--- config.mk ---
export PLATFORM = sky130hd
export DESIGN_NAME = eight_bit_accumulator_cpu
export DESIGN_NICKNAME = d
export VERILOG_FILES = /design/src/rtl/eac_pkg.sv /design/src/rtl/eac_regfile.sv /design/src/rtl/eac_exec.sv /design/src/rtl/eight_bit_accumulator_cpu.sv
export SDC_FILE = /design/constraint.sdc
export NUM_CORES = 1
export LEC_CHECK = 0
export BUFFER_PORTS_ARGS = -buffer_cell sky130_fd_sc_hd__buf_2
export CORE_MARGIN = 10
export CORE_UTILIZATION = 35
export CTS_CLUSTER_DIAMETER = 80
export DETAILED_ROUTE_END_ITERATION = 10
export GPL_TIMING_DRIVEN = 0
export PLACE_DENSITY_LB_ADDON = 0.12
export SYNTH_ARGS = -nofsm -noshare
export SYNTH_HDL_FRONTEND = slang
export SYNTH_SLANG_ARGS = --single-unit
--- constraint.sdc ---
create_clock -name clk -period 10.5 [get_ports clk]
set_clock_uncertainty 0.2 [all_clocks]
set_input_delay 1.575 -clock clk [delete_from_list [all_inputs] [get_ports clk]]
set_output_delay 1.575 -clock clk [all_outputs]
set_load 0.01 [all_outputs]
--- src/rtl/eac_pkg.sv ---
// ----------------------------------------------------------------------------
// eac_pkg
// types, codes and constants of the eight bit accumulator cpu
// ----------------------------------------------------------------------------
package eac_pkg;

	localparam int MEM_DEPTH = 16;

	// host command codes
	typedef enum logic [1:0] {
		KIND_STEP  = 2'd0,
		KIND_WRITE = 2'd1,
		KIND_READ  = 2'd2,
		KIND_NONE  = 2'd3
	} kind_t;

	// instruction opcodes, the rest are illegal
	typedef enum logic [3:0] {
		OP_NOP = 4'd0,
		OP_LDA = 4'd1,
		OP_ADD = 4'd2,
		OP_SUB = 4'd3,
		OP_STA = 4'd4,
		OP_LDI = 4'd5,
		OP_JMP = 4'd6,
		OP_JC  = 4'd7,
		OP_JZ  = 4'd8,
		OP_OUT = 4'd14,
		OP_HLT = 4'd15
	} op_t;

	typedef enum logic [1:0] {
		ST_OK      = 2'd0,
		ST_HALT    = 2'd1,
		ST_ILLEGAL = 2'd2
	} status_t;

	typedef struct packed {
		logic [1:0] opcode;
		logic [3:0] mem_address;
		logic [7:0] write_data;
	} cmd_t;

	typedef struct packed {
		logic [1:0] status;
		logic [7:0] read_data;
		logic [7:0] out_value;
		logic [3:0] program_counter;
		logic [7:0] accumulator;
		logic       carry_flag;
		logic       zero_flag;
	} rsp_t;

	typedef struct packed {
		logic [3:0] pc;
		logic [7:0] acc;
		logic [7:0] operand;
		logic [7:0] out;
		logic [7:0] instr;
		logic       carry;
		logic       zero;
	} cpu_state_t;

	typedef struct packed {
		logic       en;
		logic [3:0] addr;
		logic [7:0] data;
	} mem_wr_t;

endpackage

--- src/rtl/eac_regfile.sv ---
// ----------------------------------------------------------------------------
// eac_regfile
// unified program and data memory, one write port, all entries visible
// ----------------------------------------------------------------------------
module eac_regfile #(
	parameter int MEM_DEPTH = eac_pkg::MEM_DEPTH
) (
	input  logic                        clk,
	input  logic                        arst_n,
	input  eac_pkg::mem_wr_t            wr,
	output logic [MEM_DEPTH-1:0][7:0]   mem
);
	import eac_pkg::*;

	localparam int AW = $clog2(MEM_DEPTH);

	logic [MEM_DEPTH-1:0][7:0] mem_q;

	always_ff @(posedge clk or negedge arst_n) begin
		if (!arst_n) begin
			mem_q <= '0;
		end else if (wr.en) begin
			mem_q[wr.addr[AW-1:0]] <= wr.data;
		end
	end

	assign mem = mem_q;

endmodule

--- src/rtl/eac_exec.sv ---
// ----------------------------------------------------------------------------
// eac_exec
// fetch, decode and execute of one host command in a single pass
// ----------------------------------------------------------------------------
module eac_exec #(
	parameter int MEM_DEPTH = eac_pkg::MEM_DEPTH
) (
	input  eac_pkg::cmd_t                cmd,
	input  eac_pkg::cpu_state_t          cur,
	input  logic [MEM_DEPTH-1:0][7:0]    mem,
	output eac_pkg::cpu_state_t          nxt,
	output eac_pkg::mem_wr_t             wr,
	output eac_pkg::rsp_t                rsp
);
	import eac_pkg::*;

	localparam int AW = $clog2(MEM_DEPTH);

	logic [7:0] instr;
	logic [3:0] arg;
	logic [7:0] mem_arg;
	logic [8:0] sum;
	logic [8:0] diff;
	logic [1:0] status;
	logic [7:0] rd;

	assign instr   = mem[cur.pc[AW-1:0]];
	assign arg     = instr[3:0];
	assign mem_arg = mem[arg[AW-1:0]];
	assign sum     = {1'b0, cur.acc} + {1'b0, mem_arg};
	// top bit is the borrow
	assign diff    = {1'b0, cur.acc} - {1'b0, mem_arg};

	always_comb begin
		nxt     = cur;
		wr      = '0;
		status  = ST_OK;
		rd      = '0;
		unique case (kind_t'(cmd.opcode))
			KIND_STEP: begin
				nxt.instr = instr;
				nxt.pc    = cur.pc + 4'd1;
				unique case (op_t'(instr[7:4]))
					OP_NOP: begin
					end
					OP_LDA: begin
						nxt.acc = mem_arg;
					end
					OP_ADD: begin
						nxt.operand = mem_arg;
						nxt.acc     = sum[7:0];
						nxt.carry   = sum[8];
						nxt.zero    = (sum[7:0] == 8'd0);
					end
					OP_SUB: begin
						nxt.operand = mem_arg;
						nxt.acc     = diff[7:0];
						nxt.carry   = diff[8];
						nxt.zero    = (diff[7:0] == 8'd0);
					end
					OP_STA: begin
						wr.en   = 1'b1;
						wr.addr = arg;
						wr.data = cur.acc;
					end
					OP_LDI: begin
						nxt.acc = {4'd0, arg};
					end
					OP_JMP: begin
						nxt.pc = arg;
					end
					OP_JC: begin
						if (cur.carry) begin
							nxt.pc    = arg;
							nxt.carry = 1'b0;
						end
					end
					OP_JZ: begin
						if (cur.zero) begin
							nxt.pc   = arg;
							nxt.zero = 1'b0;
						end
					end
					OP_OUT: begin
						nxt.out = cur.acc;
					end
					OP_HLT: begin
						status = ST_HALT;
					end
					default: begin
						status = ST_ILLEGAL;
					end
				endcase
			end
			KIND_WRITE: begin
				wr.en   = 1'b1;
				wr.addr = cmd.mem_address;
				wr.data = cmd.write_data;
			end
			KIND_READ: begin
				rd = mem[cmd.mem_address[AW-1:0]];
			end
			default: begin
			end
		endcase
	end

	always_comb begin
		rsp.status          = status;
		rsp.read_data       = rd;
		rsp.out_value       = nxt.out;
		rsp.program_counter = nxt.pc;
		rsp.accumulator     = nxt.acc;
		rsp.carry_flag      = nxt.carry;
		rsp.zero_flag       = nxt.zero;
	end

endmodule

--- src/rtl/eight_bit_accumulator_cpu.sv ---
// ----------------------------------------------------------------------------
// eight_bit_accumulator_cpu
// accumulator cpu with 16 bytes of unified memory, driven by host commands
// ----------------------------------------------------------------------------
// usage
//  cmd channel: one beat is a host command (step one instruction, write a
//   memory byte or read a memory byte), taken when cmd_valid and !cmd_stall
//  rsp channel: one beat per command, in order, with status, read byte and
//   the cpu registers after the command
//  path: a taken command waits in the input register and moves into the
//   response register once that is free; these are the two stages
//  throughput: one command per cycle unless a response is held; the whole
//   fetch, decode and execute sits between the input and response registers,
//   reading the 16 byte memory as flip-flops with one write port
//  stall: while rsp_stall holds a response, the input register keeps its
//   command and cmd_stall rises only when that register is also full
//  reset: arst_n clears memory, pc, accumulator, flags and both stages;
//   the block takes a command in the first cycle after reset
// ----------------------------------------------------------------------------
module eight_bit_accumulator_cpu #(
	parameter int MEM_DEPTH = eac_pkg::MEM_DEPTH
) (
	input  logic           clk,
	input  logic           arst_n,
	input  logic           cmd_valid,
	output logic           cmd_stall,
	input  eac_pkg::cmd_t  cmd,
	output logic           rsp_valid,
	input  logic           rsp_stall,
	output eac_pkg::rsp_t  rsp
);
	import eac_pkg::*;

	logic                      cmd_valid_s1;
	cmd_t                      cmd_s1;
	cpu_state_t                state_q;
	cpu_state_t                state_nxt;
	mem_wr_t                   wr_nxt;
	mem_wr_t                   wr;
	rsp_t                      rsp_nxt;
	logic                      rsp_valid_q;
	rsp_t                      rsp_q;
	logic [MEM_DEPTH-1:0][7:0] mem;
	logic                      rsp_free;
	logic                      adv;
	logic                      cmd_fire;

	assign rsp_free  = !rsp_valid_q || !rsp_stall;
	assign adv       = cmd_valid_s1 && rsp_free;
	assign cmd_stall = cmd_valid_s1 && !rsp_free;
	assign cmd_fire  = cmd_valid && !cmd_stall;

	always_ff @(posedge clk or negedge arst_n) begin
		if (!arst_n) begin
			cmd_valid_s1 <= 1'b0;
		end else begin
			cmd_valid_s1 <= cmd_fire || (cmd_valid_s1 && !adv);
		end
	end

	always_ff @(posedge clk) begin
		if (cmd_fire) begin
			cmd_s1 <= cmd;
		end
	end

	eac_regfile #(
		.MEM_DEPTH (MEM_DEPTH)
	) u_regfile (
		.clk    (clk),
		.arst_n (arst_n),
		.wr     (wr),
		.mem    (mem)
	);

	eac_exec #(
		.MEM_DEPTH (MEM_DEPTH)
	) u_exec (
		.cmd (cmd_s1),
		.cur (state_q),
		.mem (mem),
		.nxt (state_nxt),
		.wr  (wr_nxt),
		.rsp (rsp_nxt)
	);

	// memory only changes when the command really retires
	always_comb begin
		wr    = wr_nxt;
		wr.en = wr_nxt.en && adv;
	end

	always_ff @(posedge clk or negedge arst_n) begin
		if (!arst_n) begin
			state_q <= '0;
		end else if (adv) begin
			state_q <= state_nxt;
		end
	end

	always_ff @(posedge clk or negedge arst_n) begin
		if (!arst_n) begin
			rsp_valid_q <= 1'b0;
		end else if (adv) begin
			rsp_valid_q <= 1'b1;
		end else if (!rsp_stall) begin
			rsp_valid_q <= 1'b0;
		end
	end

	always_ff @(posedge clk) begin
		if (adv) begin
			rsp_q <= rsp_nxt;
		end
	end

	assign rsp_valid = rsp_valid_q;
	assign rsp       = rsp_q;

endmodule

==> run summary <==
The run finished with clean final reports. The number of buffers created by CTS is 17, and the number of antenna violations at the first check in global routing is 0. The initial cell density of the core was 35.30%. The pre-antenna-repair detailed-routing pass consisted of 6 iterations.

TritonCTS built the clock tree. For the total track usage, the log shows 20.88%. Cell with the most instances after synthesis: sky130_fd_sc_hd__dfrtp_1. The congestion estimate from routability-driven global placement came to 0.9302. The worst hold path passes through 2 cells. The commonest cells after synthesis are sky130_fd_sc_hd__dfrtp_1, sky130_fd_sc_hd__nand2_1, sky130_fd_sc_hd__o21ai_0.

For this design the top-level I/O count stands at 52. The clock passes through at most 2 buffers. The number of global-route vias before repair is 9,599. In the detailed route, the total length drawn on met3 is 2.982 mm.

The tools report the number of vias after detailed routing as 9,708. Of the available clock period, the critical path in the final layout requires 70.51%. Sequential cells account for 31.0% of the total power.

Yosys printed 0 warnings. The cell at the root of the clock tree is sky130_fd_sc_hd__clkbuf_16. The path class of the tightest hold or removal check is flop to flop. The H-tree generated during clock tree synthesis spans 4 levels. In the synthesized netlist the dominant register cell turns out to be sky130_fd_sc_hd__dfrtp_1. In this run the worst path has a maximum fanout of 10.

For this run the aggregate overflow at the end of global routing stands at 0. The first global-routing pass estimated 67.85 mm of wire. The run gives 3,524 as the number of fillers in the final layout. The async set-or-reset flop fraction in the synthesized netlist works out to 76.77%.

After synthesis the cells add up to 12,860 sq um. The share of synthesized area in the top cell type comes to 29.57%. Measured against the total synthesized area, the mux share comes to 27.69%.

The number of cells traversed by the worst register-to-register path was 20. The net switching power is 1.344 mW, and the reported max-cap violation count is 0. Clock tree synthesis found a total of 198 sinks. The worst register-to-register path ends at rsp[0]$_DFFE_PP_. The number of vias per cell is 6.113.

Routed signal wires occupy layers up through met4. After Yosys synthesis, XOR and XNOR cells account for 0.8171% of the synthesized area. The violation count after the first detailed-routing iteration is 825. The slowest cell on the critical path is sky130_fd_sc_hd__o41ai_1. By area the synthesized netlist is led by sky130_fd_sc_hd__dfrtp_1, sky130_fd_sc_hd__edfxtp_1, sky130_fd_sc_hd__mux4_2, sky130_fd_sc_hd__mux2_4, sky130_fd_sc_hd__mux2_2. The number of setup violations in the final report came out at 0. Number of buffers inserted by port buffering: 51.

The post-route minimum period is 7.404 ns. The tools report the endpoint with the worst hold slack as state_q[13]$_DFFE_PN0P_. The run gives 3.10 ns as the worst-case register-to-register setup slack. Headroom to the max-slew limit came out at 13.14%. After detailed routing, the number of remaining DRC violations is 0.

Counting tap cells, the placed design contains a total of 1,556 instances. Of the synthesized area, sequential elements account for 40.31%. After Yosys synthesis, full adders, half adders and majority gates account for 2.257% of the synthesized area.

The ratio of total power to cell area was 210.5 nW/um^2. Number of pins exceeding their max-slew limit in the final report: 0. The synthesized design spends more area on one cell type than any other, namely sky130_fd_sc_hd__dfrtp_1. The number of flops mapped to enable cells by yosys works out to 46.

The share of post-route cells with drive strength above 1 is 29.11%, and the largest incremental delay on the critical path is 0.74 ns. The detailed router put a total of 19.50 mm of wire on met1. The synthesized netlist cell count was 1,035. The clock network burns 22.6% of the power.

Synthesis instantiated 85 different standard cells from the library. The number of rows in the core area was 70; the cell-internal power was 1.674 mW. Gates resized during post-CTS repair numbered 0.

The tools report the kind of end point of the critical path as a flop. The worst voltage drop across the vdd grid was 0.0001358 V. The post-detailed-placement half-perimeter wirelength was 32.69 mm; the average wire per cell in the routed design was 29.12 um.

Detailed routing placed a total of 22.14 mm of wire on met2. Net switching is 44.53% of the power. The register bit total from synthesis came out at 198.

Walking the worst path, the cells encountered are buf_2 -> buf_2 -> clkbuf_1 -> mux4_2 -> a22oi_1 -> nand2_1 -> buf_2 -> nand2_1 -> a221oi_1 -> nor4_2 -> inv_1 -> ha_1 -> clkbuf_1 -> o21bai_1 -> a221oi_1 -> o21bai_1 -> a21oi_1 -> xor2_1 -> o41ai_1 -> a21boi_0. In this run the vertical extent of the chip is 211.7 um. The most used cell along the critical path was sky130_fd_sc_hd__buf_2. Synthesis produced a netlist with a net count of 1,075.

Summing all multi-input logic gate instances after layout gives 7209 sq um. The detail route stage leaves a number of antenna-violating nets equal to 0. The run gives 44,820 sq um as the area of the die. The area taken by flip-flops and latches was 5185 sq um; the simple logic cell fraction of the synthesized area was 9.222%. At the pin with the least slew margin, the transition time is 1.303 ns. At the worst endpoint, the arrival time is 7.51 ns.

Setup repair after global routing left no endpoint under its margin. The share of the synthesized area in compound gates (AO/OA/AOI/OAI) was 16.06%; the count of endpoints failing hold in the final timing report was 0. By area, the combinational part of the netlist is dominated by multiplexers. Once the clock tree was built, the setup fixing pass inserted 0 buffers. The run gives 46.4% as the share of total power in combinational logic. The worst setup path is launched from a flop. The fmax is 135.1 MHz, and the largest net degree at the start of global routing is 90. The startpoint identified for the worst hold timing path is state_q[13]$_DFFE_PN0P_. The tools report the leakage power total as 6.139 nW. The clock latency of the later-clocked register in the worst-skew pair is 0.47 ns, and the width of the die is 211.7 um. The core region is 36,430 sq um. The required time at the worst-slack endpoint was 10.61 ns; the post-route total power was 3.019 mW.

For this run, the post-layout net count is 1,147. The repair_antennas step left the layout with diodes totalling 0. Buffers inserted to repair hold after CTS numbered 0. After clock tree synthesis, the clock-pin slew on the worst setup and hold paths is 0.07 ns. The critical path is of the flop to flop type. The mean cell area of the mapped netlist was 12.43 sq um; the routed wire length was 46.24 mm.

The finished layout holds 1,588 standard cells, fillers aside. In the final timing run, aggregate negative setup slack is 0 ns. Synthesis-to-layout area growth: 11.49%. The origin of the critical flop-to-flop path was state_q[35]$_DFFE_PN0P_.
==> state kept, by name (all words and copies together) (netlist names) <==
register,count
cmd_s1,14
cmd_valid_s1,1
rsp,32
rsp_valid,1
state_q,22
u_regfile.mem,128
==> cell type report <==
type                            instances  area share [%]
Multi-Input combinational cell        735           50.27
Sequential cell                       198           36.16
Tap cell                              468           4.083
Clock buffer                           18           3.063
Buffer                                 74           2.539
Timing Repair Buffer                   53           2.181
Clock inverter                         14          0.9685
Inverter                               28          0.7329
==> per-stage QoR <==
step / setup slack (ns) / cell area, sq um / hold slack [ns] / utilization, %
5_1_grt: 2.765 / 14340 / 0.2844 / 39.36
3_5_place_dp: 3.311 / 13760 / 0.2581 / 37.77
2_1_floorplan: 5.313 / 12860 / 0.2401 / -
4_1_cts: 3.284 / 14340 / 0.2765 / 39.36
6_report: 3.096 / 14340 / 0.2702 / 39.36
3_3_place_gp: 3.292 / 13700 / 0.2542 / 37.61
==> power groups by stage <==
stage	Sequential (mW)	Clock, mW	Combinational [mW]
3_5_place_dp	0.949	0	1.37
3_3_place_gp	0.950	0	1.36
5_1_grt	0.945	0.724	1.50
6_report	0.936	0.682	1.40
4_1_cts	0.934	0.695	1.37
2_1_floorplan	0.927	0	0.942
==> critical path: cells and delay by family, from the launching register on <==
kind | cells | cell delay (ns)
buffers and inverters | 6 | 2.03
AND/OR/NAND/NOR | 3 | 1.32
AO/OA/AOI/OAI | 8 | 2.43
XOR/XNOR | 1 | 0.11
flip-flops | 1 | 0.42
multiplexers | 1 | 0.44
adder cells (fa/ha/maj) | 1 | 0.29
==> kinds of logic (layout without fill, tap and decap cells) <==
family,Yosys count,count (layout)
flip-flops,198,198
buffers and inverters,102,187
adder cells (fa/ha/maj),22,22
XOR/XNOR,12,12
AND/OR/NAND/NOR,204,204
AO/OA/AOI/OAI,273,273
multiplexers,224,224
==> placed cells by master, fill, tap and decap left out, types with 29 or more instances in the layout <==
cell type and count:
sky130_fd_sc_hd__dfrtp_1 152, sky130_fd_sc_hd__a31oi_1 44, sky130_fd_sc_hd__nand2_1 73, sky130_fd_sc_hd__buf_2 62, sky130_fd_sc_hd__edfxtp_1 46, sky130_fd_sc_hd__nor2_1 29, sky130_fd_sc_hd__mux2_4 64, sky130_fd_sc_hd__mux2_1 40
sky130_fd_sc_hd__o21ai_0 65, sky130_fd_sc_hd__clkbuf_1 47, sky130_fd_sc_hd__mux2_2 42, sky130_fd_sc_hd__mux4_2 60
==> worst max path at each step <==
stage / start / to / cells after the start
6_report: state_q[35]$_DFFE_PN0P_ / rsp[0]$_DFFE_PP_ / 20
5_1_grt: state_q[35]$_DFFE_PN0P_ / rsp[0]$_DFFE_PP_ / 21
4_1_cts: state_q[35]$_DFFE_PN0P_ / rsp[0]$_DFFE_PP_ / 20
3_5_place_dp: state_q[35]$_DFFE_PN0P_ / rsp[0]$_DFFE_PP_ / 20
3_3_place_gp: state_q[35]$_DFFE_PN0P_ / rsp[0]$_DFFE_PP_ / 20
2_1_floorplan: state_q[35]$_DFFE_PN0P_ / rsp[8]$_DFFE_PP_ / 23
==> metal layers <==
| metal | up-vias | GRT usage, % |
|---|---|---|
| met5 | - | 0 |
| met1 | 4967 | 27.09 |
| met2 | 478 | 33.91 |
| met3 | 78 | 3.446 |
| li1 | 4185 | - |
| met4 | 0 | 8.678 |
No activity file was read; power rests on OpenSTA's default activity.
